File: src/hw/rtl/hwsp_pkg.sv
// hwsp_pkg: types, codes, constants and command/status structs for the slot picker
// no dependencies; imported by hwsp_ctrl, hwsp_dp and the top level
`default_nettype none

package hwsp_pkg;

    localparam int MAX_ENTRIES = 16;
    localparam int WEIGHT_W    = 16;
    localparam int HASH_W      = 64;
    localparam int HALF_W      = HASH_W / 2;
    localparam int OUT_IDX_W   = 4;
    localparam int IDX_W       = (MAX_ENTRIES > 1) ? $clog2(MAX_ENTRIES) : 1;
    localparam int CNT_W       = $clog2(MAX_ENTRIES + 1);
    localparam int TOT_W       = WEIGHT_W + $clog2(MAX_ENTRIES);
    localparam int DIV_CNT_W   = $clog2(HASH_W);
    localparam int MIX_SHIFT   = 33;

    localparam logic [HASH_W-1:0] K_GOLD = 64'h9e3779b97f4a7c15;
    localparam logic [HASH_W-1:0] K_MIX1 = 64'hff51afd7ed558ccd;
    localparam logic [HASH_W-1:0] K_MIX2 = 64'hc4ceb9fe1a85ec53;

    typedef enum logic [1:0] {
        ACT_CLEAR  = 2'd0,
        ACT_APPEND = 2'd1,
        ACT_PICK   = 2'd2
    } t_action;

    typedef enum logic [1:0] {
        ST_PICKED  = 2'd0,
        ST_EMPTY   = 2'd1,
        ST_DONE    = 2'd2,
        ST_DROPPED = 2'd3
    } t_status;

    typedef enum logic [1:0] {
        MC_GOLD,
        MC_MIX1,
        MC_MIX2
    } t_mconst;

    // which 32x32 partial product of the low 64-bit result
    typedef enum logic [1:0] {
        MP_LL,
        MP_LH,
        MP_HL
    } t_mpart;

    typedef enum logic [2:0] {
        S_IDLE,
        S_MUL,
        S_MIX,
        S_DIV,
        S_WALK_RD,
        S_WALK_ACC,
        S_OUT
    } t_state;

    typedef struct packed {
        logic    accept;
        logic    mul_go;
        t_mpart  mul_part;
        t_mconst mul_const;
        logic    acc_load;
        logic    acc_add;
        logic    mix;
        logic    mix_seed;
        logic    div_step;
        logic    walk_acc;
        logic    out_load;
    } t_cmd;

    typedef struct packed {
        logic start_pick;
        logic walk_hit;
        logic out_free;
    } t_sts;

endpackage

`default_nettype wire

File: src/hw/rtl/hwsp_ram.sv
// hwsp_ram: generic single-write, single-read RAM with registered read data
// no dependencies
`default_nettype none

module hwsp_ram #(
    parameter int WIDTH = 16,
    parameter int DEPTH = 16,
    parameter int ADDR_W = (DEPTH > 1) ? $clog2(DEPTH) : 1
) (
    input  wire logic              i_clk,
    input  wire logic              i_wr_en,
    input  wire logic [ADDR_W-1:0] i_wr_addr,
    input  wire logic [WIDTH-1:0]  i_wr_data,
    input  wire logic [ADDR_W-1:0] i_rd_addr,
    output logic      [WIDTH-1:0]  o_rd_data
);

    logic [WIDTH-1:0] r_mem [DEPTH];

    always_ff @(posedge i_clk) begin
        if (i_wr_en) begin
            r_mem[i_wr_addr] <= i_wr_data;
        end
        o_rd_data <= r_mem[i_rd_addr];
    end

endmodule

`default_nettype wire

File: src/hw/rtl/hwsp_ctrl.sv
// hwsp_ctrl: sequencer for accept, hash rounds, bit-serial modulo, table walk, result
// depends on hwsp_pkg
`default_nettype none

module hwsp_ctrl import hwsp_pkg::*; (
    input  wire logic i_clk,
    input  wire logic i_rst_n,
    input  wire logic i_in_valid,
    output logic      o_in_ready,
    input  wire t_sts i_sts,
    output t_cmd      o_cmd
);

    t_state               r_state, n_state;
    logic [1:0]           r_step, n_step;
    logic [1:0]           r_round, n_round;
    logic [DIV_CNT_W-1:0] r_div, n_div;

    always_ff @(posedge i_clk) begin
        if (!i_rst_n) begin
            r_state <= S_IDLE;
            r_step  <= '0;
            r_round <= '0;
            r_div   <= '0;
        end else begin
            r_state <= n_state;
            r_step  <= n_step;
            r_round <= n_round;
            r_div   <= n_div;
        end
    end

    always_comb begin
        n_state = r_state;
        n_step  = r_step;
        n_round = r_round;
        n_div   = r_div;
        o_cmd   = '0;
        o_in_ready = (r_state == S_IDLE);
        case (r_round)
            2'd0:    o_cmd.mul_const = MC_GOLD;
            2'd1:    o_cmd.mul_const = MC_MIX1;
            default: o_cmd.mul_const = MC_MIX2;
        endcase
        case (r_state)
            S_IDLE: begin
                if (i_in_valid) begin
                    o_cmd.accept = 1'b1;
                    n_step  = '0;
                    n_round = '0;
                    n_state = i_sts.start_pick ? S_MUL : S_OUT;
                end
            end
            S_MUL: begin
                // products issue on steps 0..2, each is accumulated in the step after it issues
                case (r_step)
                    2'd0: begin
                        o_cmd.mul_go   = 1'b1;
                        o_cmd.mul_part = MP_LL;
                    end
                    2'd1: begin
                        o_cmd.mul_go   = 1'b1;
                        o_cmd.mul_part = MP_LH;
                        o_cmd.acc_load = 1'b1;
                    end
                    2'd2: begin
                        o_cmd.mul_go   = 1'b1;
                        o_cmd.mul_part = MP_HL;
                        o_cmd.acc_add  = 1'b1;
                    end
                    default: begin
                        o_cmd.acc_add = 1'b1;
                    end
                endcase
                n_step = r_step + 2'd1;
                if (r_step == 2'd3) begin
                    n_state = S_MIX;
                end
            end
            S_MIX: begin
                o_cmd.mix      = 1'b1;
                o_cmd.mix_seed = (r_round == 2'd0);
                n_step  = '0;
                n_round = r_round + 2'd1;
                n_div   = '0;
                n_state = (r_round == 2'd2) ? S_DIV : S_MUL;
            end
            S_DIV: begin
                o_cmd.div_step = 1'b1;
                n_div = r_div + DIV_CNT_W'(1);
                if (r_div == DIV_CNT_W'(HASH_W - 1)) begin
                    n_state = S_WALK_RD;
                end
            end
            S_WALK_RD: begin
                n_state = S_WALK_ACC;
            end
            S_WALK_ACC: begin
                o_cmd.walk_acc = 1'b1;
                n_state = i_sts.walk_hit ? S_OUT : S_WALK_RD;
            end
            S_OUT: begin
                if (i_sts.out_free) begin
                    o_cmd.out_load = 1'b1;
                    n_state = S_IDLE;
                end
            end
            default: begin
                n_state = S_IDLE;
            end
        endcase
    end

    // a pick sequence always starts at round zero
    a_round_start: assert property (@(posedge i_clk) disable iff (!i_rst_n)
        (r_state == S_IDLE && i_in_valid && i_sts.start_pick)
        |=> (r_state == S_MUL && r_round == 2'd0 && r_step == 2'd0))
        else $error("pick did not start at first hash round");

    // the modulo runs its full length before the walk
    a_div_len: assert property (@(posedge i_clk) disable iff (!i_rst_n)
        (r_state == S_WALK_RD && $past(r_state) == S_DIV)
        |-> ($past(r_div) == DIV_CNT_W'(HASH_W - 1)))
        else $error("modulo left early");

    // no new request while the controller is busy
    a_no_accept_busy: assert property (@(posedge i_clk) disable iff (!i_rst_n)
        (r_state != S_IDLE) |-> !o_cmd.accept)
        else $error("request accepted while busy");

endmodule

`default_nettype wire

File: src/hw/rtl/hwsp_dp.sv
// hwsp_dp: table state, seed, shared 32x32 multiplier, fmix, restoring modulo,
// cumulative walk and output register; depends on hwsp_pkg and hwsp_ram
`default_nettype none

module hwsp_dp import hwsp_pkg::*; (
    input  wire logic                 i_clk,
    input  wire logic                 i_rst_n,
    input  wire t_cmd                 i_cmd,
    output t_sts                      o_sts,
    input  wire logic [1:0]           i_action,
    input  wire logic [WEIGHT_W-1:0]  i_weight,
    input  wire logic [HASH_W-1:0]    i_slot,
    input  wire logic                 i_cfg_valid,
    input  wire logic [HASH_W-1:0]    i_seed,
    input  wire logic                 i_out_ready,
    output logic                      o_out_valid,
    output logic [1:0]                o_status,
    output logic [OUT_IDX_W-1:0]      o_picked_index
);

    logic [HASH_W-1:0]    r_seed;
    logic [CNT_W-1:0]     r_count;
    logic [TOT_W-1:0]     r_total;
    logic [HASH_W-1:0]    r_x;
    logic [HASH_W-1:0]    r_prod;
    logic [HASH_W-1:0]    r_acc;
    logic [TOT_W-1:0]     r_rem;
    logic [IDX_W-1:0]     r_widx;
    logic [TOT_W-1:0]     r_wacc;
    t_status              r_res_status;
    logic [OUT_IDX_W-1:0] r_res_index;
    logic                 r_out_valid;
    t_status              r_out_status;
    logic [OUT_IDX_W-1:0] r_out_index;

    logic [WEIGHT_W-1:0] in_eff;
    logic [WEIGHT_W-1:0] rd_data;
    logic [WEIGHT_W-1:0] rd_eff;
    logic                app_ok;
    logic [HASH_W-1:0]   k_sel;
    logic [HALF_W-1:0]   mul_a;
    logic [HALF_W-1:0]   mul_b;
    logic [HASH_W-1:0]   mix_t;
    logic [TOT_W:0]      div_t;
    logic [TOT_W:0]      tot_ext;
    logic [TOT_W-1:0]    tot;
    logic [TOT_W-1:0]    walk_sum;
    logic                walk_last;

    assign in_eff  = (i_weight == '0) ? WEIGHT_W'(1) : i_weight;
    assign rd_eff  = (rd_data == '0) ? WEIGHT_W'(1) : rd_data;
    assign app_ok  = (r_count < CNT_W'(MAX_ENTRIES));
    assign tot     = (r_total == '0) ? TOT_W'(1) : r_total;
    assign tot_ext = {1'b0, tot};

    hwsp_ram #(
        .WIDTH (WEIGHT_W),
        .DEPTH (MAX_ENTRIES)
    ) u_table (
        .i_clk     (i_clk),
        .i_wr_en   (i_cmd.accept && i_action == ACT_APPEND && app_ok),
        .i_wr_addr (r_count[IDX_W-1:0]),
        .i_wr_data (i_weight),
        .i_rd_addr (r_widx),
        .o_rd_data (rd_data)
    );

    always_comb begin
        case (i_cmd.mul_const)
            MC_GOLD: k_sel = K_GOLD;
            MC_MIX1: k_sel = K_MIX1;
            default: k_sel = K_MIX2;
        endcase
        mul_a = (i_cmd.mul_part == MP_HL) ? r_x[HASH_W-1:HALF_W] : r_x[HALF_W-1:0];
        mul_b = (i_cmd.mul_part == MP_LH) ? k_sel[HASH_W-1:HALF_W] : k_sel[HALF_W-1:0];
    end

    assign mix_t     = i_cmd.mix_seed ? (r_acc ^ r_seed) : r_acc;
    assign div_t     = {r_rem, r_x[HASH_W-1]};
    assign walk_sum  = r_wacc + TOT_W'(rd_eff);
    assign walk_last = (CNT_W'(r_widx) == r_count - CNT_W'(1));

    always_comb begin
        o_sts.start_pick = (i_action == ACT_PICK) && (r_count != '0);
        o_sts.walk_hit   = (r_rem < walk_sum) || walk_last;
        o_sts.out_free   = !r_out_valid || i_out_ready;
    end

    // control state
    always_ff @(posedge i_clk) begin
        if (!i_rst_n) begin
            r_seed      <= '0;
            r_count     <= '0;
            r_total     <= '0;
            r_out_valid <= 1'b0;
        end else begin
            if (i_cfg_valid) begin
                r_seed <= i_seed;
            end
            if (i_cmd.accept) begin
                case (i_action)
                    ACT_CLEAR: begin
                        r_count <= '0;
                        r_total <= '0;
                    end
                    ACT_APPEND: begin
                        if (app_ok) begin
                            r_count <= r_count + CNT_W'(1);
                            r_total <= r_total + TOT_W'(in_eff);
                        end
                    end
                    default: begin
                    end
                endcase
            end
            if (i_cmd.out_load) begin
                r_out_valid <= 1'b1;
            end else if (i_out_ready) begin
                r_out_valid <= 1'b0;
            end
        end
    end

    // payload
    always_ff @(posedge i_clk) begin
        if (i_cmd.accept) begin
            r_x    <= i_slot;
            r_rem  <= '0;
            r_widx <= '0;
            r_wacc <= '0;
            r_res_index <= '0;
            case (i_action)
                ACT_CLEAR:  r_res_status <= ST_DONE;
                ACT_APPEND: r_res_status <= app_ok ? ST_DONE : ST_DROPPED;
                ACT_PICK:   r_res_status <= (r_count == '0) ? ST_EMPTY : ST_PICKED;
                default:    r_res_status <= ST_DROPPED;
            endcase
        end
        if (i_cmd.mul_go) begin
            r_prod <= HASH_W'(mul_a) * HASH_W'(mul_b);
        end
        if (i_cmd.acc_load) begin
            r_acc <= r_prod;
        end else if (i_cmd.acc_add) begin
            r_acc <= r_acc + {r_prod[HALF_W-1:0], {HALF_W{1'b0}}};
        end
        if (i_cmd.mix) begin
            r_x <= mix_t ^ (mix_t >> MIX_SHIFT);
        end
        if (i_cmd.div_step) begin
            // restoring step, one hash bit per cycle from the top
            r_x <= {r_x[HASH_W-2:0], 1'b0};
            if (div_t >= tot_ext) begin
                r_rem <= TOT_W'(div_t - tot_ext);
            end else begin
                r_rem <= div_t[TOT_W-1:0];
            end
        end
        if (i_cmd.walk_acc) begin
            r_wacc <= walk_sum;
            if (o_sts.walk_hit) begin
                r_res_status <= ST_PICKED;
                r_res_index  <= OUT_IDX_W'(r_widx);
            end else begin
                r_widx <= r_widx + IDX_W'(1);
            end
        end
        if (i_cmd.out_load) begin
            r_out_status <= r_res_status;
            r_out_index  <= r_res_index;
        end
    end

    assign o_out_valid    = r_out_valid;
    assign o_status       = r_out_status;
    assign o_picked_index = r_out_index;

    // every effective weight is at least one
    a_total_count: assert property (@(posedge i_clk) disable iff (!i_rst_n)
        (r_count == '0) == (r_total == '0))
        else $error("total weight and entry count disagree");

    a_count_max: assert property (@(posedge i_clk) disable iff (!i_rst_n)
        (i_cmd.accept && i_action == ACT_APPEND && !app_ok) |=> $stable(r_count))
        else $error("append to full table changed the count");

    // pick value below total, so the walk never passes the end
    a_rem_range: assert property (@(posedge i_clk) disable iff (!i_rst_n)
        i_cmd.walk_acc |-> (r_rem < tot))
        else $error("pick value not below total");

    a_out_load_free: assert property (@(posedge i_clk) disable iff (!i_rst_n)
        i_cmd.out_load |-> o_sts.out_free)
        else $error("result overwritten before taken");

endmodule

`default_nettype wire

File: src/hw/rtl/hashed_weighted_slot_picker.sv
// hashed_weighted_slot_picker: top level, controller plus datapath
// depends on hwsp_pkg, hwsp_ctrl, hwsp_dp, hwsp_ram
//
//  channel   handshake                    payload
//  input     i_in_valid / o_in_ready      i_action, i_weight, i_slot
//  result    o_out_valid / i_out_ready    o_status, o_picked_index
//  config    i_cfg_valid / o_cfg_ready    i_seed
//
// clear, append and an empty pick pass from accept through the output state to the
// result register; a pick walks k entries (1..16) after three 64-bit multiplies on
// one shared 32x32 multiplier (partial products, then a mix, for each), a restoring
// modulo over the hash bits and a read-then-add walk of the registered table RAM
// one request at a time; the result register lets the next request in while
// the last result waits; reset is synchronous, no clearing pass is needed
`default_nettype none

module hashed_weighted_slot_picker import hwsp_pkg::*; (
    input  wire logic                 i_clk,
    input  wire logic                 i_rst_n,
    input  wire logic                 i_in_valid,
    output logic                      o_in_ready,
    input  wire logic [1:0]           i_action,
    input  wire logic [WEIGHT_W-1:0]  i_weight,
    input  wire logic [HASH_W-1:0]    i_slot,
    output logic                      o_out_valid,
    input  wire logic                 i_out_ready,
    output logic [1:0]                o_status,
    output logic [OUT_IDX_W-1:0]      o_picked_index,
    input  wire logic                 i_cfg_valid,
    output logic                      o_cfg_ready,
    input  wire logic [HASH_W-1:0]    i_seed
);

    t_cmd cmd;
    t_sts sts;

    assign o_cfg_ready = 1'b1;

    hwsp_ctrl u_ctrl (
        .i_clk      (i_clk),
        .i_rst_n    (i_rst_n),
        .i_in_valid (i_in_valid),
        .o_in_ready (o_in_ready),
        .i_sts      (sts),
        .o_cmd      (cmd)
    );

    hwsp_dp u_dp (
        .i_clk          (i_clk),
        .i_rst_n        (i_rst_n),
        .i_cmd          (cmd),
        .o_sts          (sts),
        .i_action       (i_action),
        .i_weight       (i_weight),
        .i_slot         (i_slot),
        .i_cfg_valid    (i_cfg_valid),
        .i_seed         (i_seed),
        .i_out_ready    (i_out_ready),
        .o_out_valid    (o_out_valid),
        .o_status       (o_status),
        .o_picked_index (o_picked_index)
    );

endmodule

`default_nettype wire
File: config.mk
export PLATFORM = sky130hd
export DESIGN_NAME = hashed_weighted_slot_picker
export DESIGN_NICKNAME = d
export VERILOG_FILES = /design/src/hw/rtl/hwsp_pkg.sv /design/src/hw/rtl/hwsp_ram.sv /design/src/hw/rtl/hwsp_ctrl.sv /design/src/hw/rtl/hwsp_dp.sv /design/src/hw/rtl/hashed_weighted_slot_picker.sv
export SDC_FILE = /design/constraint.sdc
export NUM_CORES = 2
export LEC_CHECK = 0
export ABC_CLOCK_PERIOD_IN_PS = 10300
export BUFFER_PORTS_ARGS = -buffer_cell sky130_fd_sc_hd__buf_4
export CORE_MARGIN = 4
export CORE_UTILIZATION = 65
export DETAILED_ROUTE_END_ITERATION = 7
export HOLD_SLACK_MARGIN = 0.08
export PLACE_DENSITY = 0.82
export SYNTH_ARGS = -nofsm -noshare
export SYNTH_HDL_FRONTEND = slang
export SYNTH_SLANG_ARGS = --single-unit
File: constraint.sdc
create_clock -name i_clk -period 10.3 [get_ports i_clk]
set_input_delay 1.03 -clock i_clk [delete_from_list [all_inputs] [get_ports i_clk]]
set_output_delay 1.03 -clock i_clk [all_outputs]
set_load 0.02 [all_outputs]
* Yosys cells after proc, flatten, opt, wreduce, memory -nomap -nowiden *
Memory sizes are Yosys's and may differ from the RTL's. A register that Yosys moved wholly into a read port is not among the register bits.
Cells that the tools add are included.

cells by class
  magnitude comparators = 3
  reduce and logical (&&, ||, !) cells = 31
  equality and inequality tests = 23
  add/subtract/negate cells = 10
  bitwise gates (word level) = 2
  multiply operators = 1
  mux-type cells = 61

operators by type and width
  kind                                          count
  2-to-1 mux 64 bit                             6
  case mux 63 bit (2 select lines)              1
  2-to-1 mux 20 bit                             6
  adder 64 bit                                  1
  multiplier 32 x 32 -> 64 bit                  1
  2-to-1 mux 32 bit                             2
  bitwise XOR 64 x 31 -> 64 bit                 1
  bitwise XOR 64 bit                            1
  adder 20 x 16 -> 20 bit                       2
  case mux 20 bit (2 select lines)              1
  zero test 16 bit                              2
  2-to-1 mux 16 bit                             2
  2-to-1 mux 4 bit                              6
  greater-or-equal comparator 21 x 20 -> 1 bit  1
  case mux 3 bit (7 select lines)               1
  zero test 20 bit                              1
  < comparator 20 bit                           1
  subtractor 20 bit                             1
  2-to-1 mux 3 bit                              6
  2-to-1 mux 2 bit                              8
  nonzero test 2 bit                            8
  2-to-1 mux 1 bit                              14
  case mux 2 bit (3 select lines)               2
  case mux 6 bit (2 select lines)               1
  other kinds (31)                              55

word-level totals
  memory bits (writable) = 256
  input port bits = 151
  register bits after elaboration = 351
  memories = 1

memory list
  name                depth  bits a word  rd ports  clocked after memory_dff  write ports  line            RTL
  u_dp.u_table.r_mem  16     16           1         1                         1            hwsp_ram.sv:18  logic [WIDTH-1:0] r_mem [DEPTH];

* Logic depth before layout (Yosys ltp) *
  depth in word-level cells = 7
  depth in mapped cells = 35

* Hierarchy *
From an unflattened synthesis, not the netlist that was laid out.

second synthesis, totals
  cells, all modules = 5867
  area, all modules = 61166.2 µm²

by module, submodules not included
  module                       area an instance (µm²)  cells each  instances  sequential area each (µm²)
  hwsp_dp                      50181.9                 5314        1          9138.8
  hwsp_ram                     10043.4                 432         1          8007.7
  hwsp_ctrl                    929.6                   119         1          260.2
  hashed_weighted_slot_picker  11.3                    2           1          0.0

* Least setup slack after synthesis *
No wires, ideal clock.

  path kind = reg-to-reg
  from = register u_ctrl.r_step[0]
  to = register u_dp.r_prod[61] (data pin)
  arrival = 8506 ps
  clock period less this slack = 8765 ps
  slack = 1535 ps
  path buffers = 2
  stages on the path, launching flop included = 31
  cells stage by stage = dfxtp_1 > inv_1 > ha_1 > nand4b_1 > clkbuf_1 > mux2i_1 > clkbuf_1 > nor2_1 > fa_1 > fa_1 > fa_1 > inv_1 > fa_1 > inv_1 > fa_1 > inv_1 > fa_1 > inv_1 > fa_1 > fa_1 > ha_1 > nand2_1 > or3_4 > nor2_2 > a211oi_2 > o21ai_2 > a21oi_1 > o31a_1 > o21a_1 > o31a_1 > xnor2_1

between the ends
  longest elaborated chain between the ends = 6
  elaborated cells on any way between the ends = 10
  those cells by class = 1 x mul; 4 x eq/ne; 4 x mux; 1 x reduce/logical

ends and longest elaborated chain
  element                                                              line                          RTL
  start: declaration                                                   hwsp_ctrl.sv:15               logic [1:0] r_step, n_step;
  start signal: assignment                                             hwsp_ctrl.sv:27               r_step <= n_step;
  equality test 2 bit (tied with other cells)                          hwsp_ctrl.sv:56               case (r_step)
  case mux 3 bit (3 select lines) (*)                                  hwsp_ctrl.sv:56
  2-to-1 mux 3 bit (*)                                                 hwsp_ctrl.sv:45               case (r_state)
  equality test 2 bit or equality test 2 x 1 -> 1 bit (tied branches)  hwsp_dp.sv:74, hwsp_dp.sv:75
  2-to-1 mux 32 bit, on equally long branches                          hwsp_dp.sv:74, hwsp_dp.sv:75
  multiplier 32 x 32 -> 64 bit (*)                                     hwsp_dp.sv:140                r_prod <= HASH_W'(mul_a) * HASH_W'(mul_b);
  end signal: assignment                                               hwsp_dp.sv:140
  end: declaration                                                     hwsp_dp.sv:25                 logic [HASH_W-1:0] r_prod;

Mark *: on every way between the ends. The rest lies on a longest branch, timed or not.
A chain may end at the register's enable or synchronous reset.

* Worst setup path in the final report *
  from = register u_ctrl.r_step[0]
  to = register u_dp.r_prod[57] (data pin)

Same word-level chain as after synthesis.

==> impl_metrics.json <==
{
  "yosysMostFrequentCell": "inv_1",
  "setup_violations": 0,
  "routed_via_density": 6.380,
  "row_count": 112,
  "drt-pass1-iter-count": 8,
  "synth_common_cells": "inv_1, fa_1, nor2_1",
  "slowest_stage": "mux2i_1",
  "violations": "DRC",
  "tritoncts": "yes",
  "avgSynthCellArea_sq_um": 10.46,
  "antenna_found_initial": 18,
  "start_util_pct": 65.69,
  "min_path_type": "flop to flop",
  "postCtsSetupBuffers": 0,
  "yosysWarnings": 0,
  "io-pin-count": 160,
  "ctsResizeCount": 0,
  "fp.dieW_microns": 315.6,
  "rsz0062_at_grt": "false",
  "end_kind": "flop",
  "postSynth.asyncResetShare_pct": 0,
  "dieArea_sq_um": 99590,
  "track_usage_pct": 42.56,
  "finalSetupTns_ns": 0,
  "hpwl_microns": 160200,
  "drt-initial-drc-count": 5614,
  "clock_path_buffers": 3,
  "grt_pass1_vias": 48323,
  "critPathLaunchType": "flop",
  "area_growth_syn_to_layout_pct": 8.190,
  "core_sq_um": 93610,
  "criticalPathCategory": "flop to flop",
  "grt_max_degree": 100,
  "netlist_top_cells_area": "fa_1, edfxtp_1, ha_1, inv_1, dfxtp_1",
  "syn_nets": 7311,
  "wl_per_cell_microns": 28.55,
  "hold_viol_final": 0,
  "path_clk_slew_ns": 0.07,
  "synth-seq-cells": 623,
  "clock_latency_ns": 0.71,
  "arrival_ns": 10.27,
  "drive_above_1_share_pct": 9.235,
  "io_buffers": 158,
  "worstPathMaxFanout": 20,
  "cts_sinks": 623,
  "slew_headroom_pct": 16.54,
  "nNetsFinal": 7391,
  "synth_top_cell_area_share_pct": 28.16,
  "synthCells": 5879,
  "skew_ns": 0.1008,
  "routabilityCongestion": 1.073,
  "syn_area_sq_um": 61490,
  "seq_area_frac_synth_pct": 28.31,
  "drcViolationCount": 5,
  "drt_wl_total_microns": 207600,
  "cts_hold_buf": 0,
  "fillCellCount": 6828,
  "worstPathRequired_ns": 10.70,
  "synth_flop_cell": "edfxtp_1",
  "tightest_slew_ns": 1.252,
  "cts_buffers": 60,
  "synth-edff-count": 493,
  "cts_max_level": 2,
  "finalCritPeriodShare_pct": 95.86,
  "synthDistinctLibCells": 83,
  "drtAntennaViolNets": 0,
  "hold_ws_ns": 0.4553,
  "crit_top_cell": "fa_1",
  "period_needed_ns": 9.873,
  "grt_pass1_wl_microns": 308400,
  "cpPeakStageDelay_ns": 0.98,
  "die_h_microns": 315.6,
  "outcome": "finished, violations left",
  "finalMaxSlewViolations": 0,
  "cts-root-buf": "clkbuf_16",
  "num_vias": 46407,
  "max-cap-violations": 0,
  "overflow": 0,
  "fmax_mhz": 101.3,
  "yosysTopAreaCell": "fa_1"
}
## metrics by stage
stage | setup WS, ns | utilization (%) | cell area (sq um) | cells
after floorplan | 1.535 | - | 61490 | 5879
after global placement | 0.8134 | 68.92 | 64510 | 7151
after detailed placement | 0.7448 | 68.92 | 64510 | 7151
after CTS | 0.6064 | 71.05 | 66510 | 7264
after global routing | 0.2008 | 71.06 | 66520 | 7269
final | 0.4267 | 71.07 | 66530 | 7274
## cell families after synthesis
logic type,Yosys count,synth area share (%)
mux,204,4.965
compound gates,706,7.107
simple gates,1579,11.67
xor+xnor,274,3.902
flops,623,28.31
other cells,1,0.006098
fa+ha+maj,1281,36.62
buf+inv,1211,7.418
## final timing paths
check	cells after the start	from	slack (ns)	end
max reg2reg	29	u_ctrl.r_step[0]$_SDFFE_PN0P_	0.43	u_dp.r_prod[57]$_DFFE_PP_
min reg2reg	0	u_dp.r_res_status[0]$_DFF_P_	0.46	u_dp.o_status[0]$_DFFE_PP_
min	0	u_dp.r_res_status[0]$_DFF_P_	0.46	u_dp.o_status[0]$_DFFE_PP_
max	29	u_ctrl.r_step[0]$_SDFFE_PN0P_	0.43	u_dp.r_prod[57]$_DFFE_PP_
## worst max-delay path, delay by kind of cell (launching register included)
| family | cells | cell delay (ns) |
|---|---|---|
| flip-flops | 1 | 0.48 |
| AO/OA/AOI/OAI | 8 | 2.39 |
| AND/OR/NAND/NOR | 4 | 0.48 |
| buffers and inverters | 6 | 0.91 |
| adder cells (fa/ha/maj) | 10 | 4.33 |
| multiplexers | 1 | 0.98 |
## per-layer routing
layer  track usage (%)  vias up  share of wire, %
met3             10.28     1068               9.7
met1             49.98    22752                33
met5            0.5319        -             0.048
li1                  -    19433                 -
met4             34.80       14                11
met2             66.95     3140                46
## sequential cells by signal, indices dropped and copies added, names as in the netlist, 3 cells and up
signal                  cells
u_dp.r_res_index            4
u_ctrl.r_state              3
u_dp.r_prod                64
u_dp.u_table.r_mem        256
u_dp.r_count                5
u_dp.r_seed                64
u_dp.r_widx                 4
u_ctrl.r_div                6
u_dp.r_acc                 64
u_dp.u_table.o_rd_data     16
u_dp.r_rem                 20
u_dp.r_wacc                20
u_dp.r_total               20
u_dp.r_x                   64
u_dp.o_picked_index         4
## layout make-up
| type | instances | area, sq um | area share (%) |
|---|---|---|---|
| inverter | 919 | 3450 | 5.185 |
| antenna | 10 | 25.02 | 0.03761 |
| clock buffer | 85 | 1760 | 2.646 |
| multi-input combinational | 4045 | 39660 | 59.62 |
| sequential | 623 | 17420 | 26.18 |
| timing repair buffer | 310 | 2415 | 3.630 |
| clock inverter | 28 | 232.7 | 0.3498 |
| tap | 1254 | 1569 | 2.358 |
## cell usage in the layout, fill, tap and decap left out, drive strengths merged, types with 22 or more instances in the layout
master	n
o21bai	25
ha	416
inv	919
xor2	174
and3	68
a31oi	27
mux4	80
nand4	35
nand3	56
xnor2	100
mux2i	116
nand2b	28
buf	310
a21o	95
or3	22
nand2	409
nor2b	101
dfxtp	130
clkinv	23
edfxtp	493
and2	46
fa	865
a21oi	261
clkbuf	85
nor2	583
nor3	173
o21ai	158
Power is left out: the tool's default activity adds up to more than one toggle a clock period on the data nets, which glitch-free logic cannot reach.
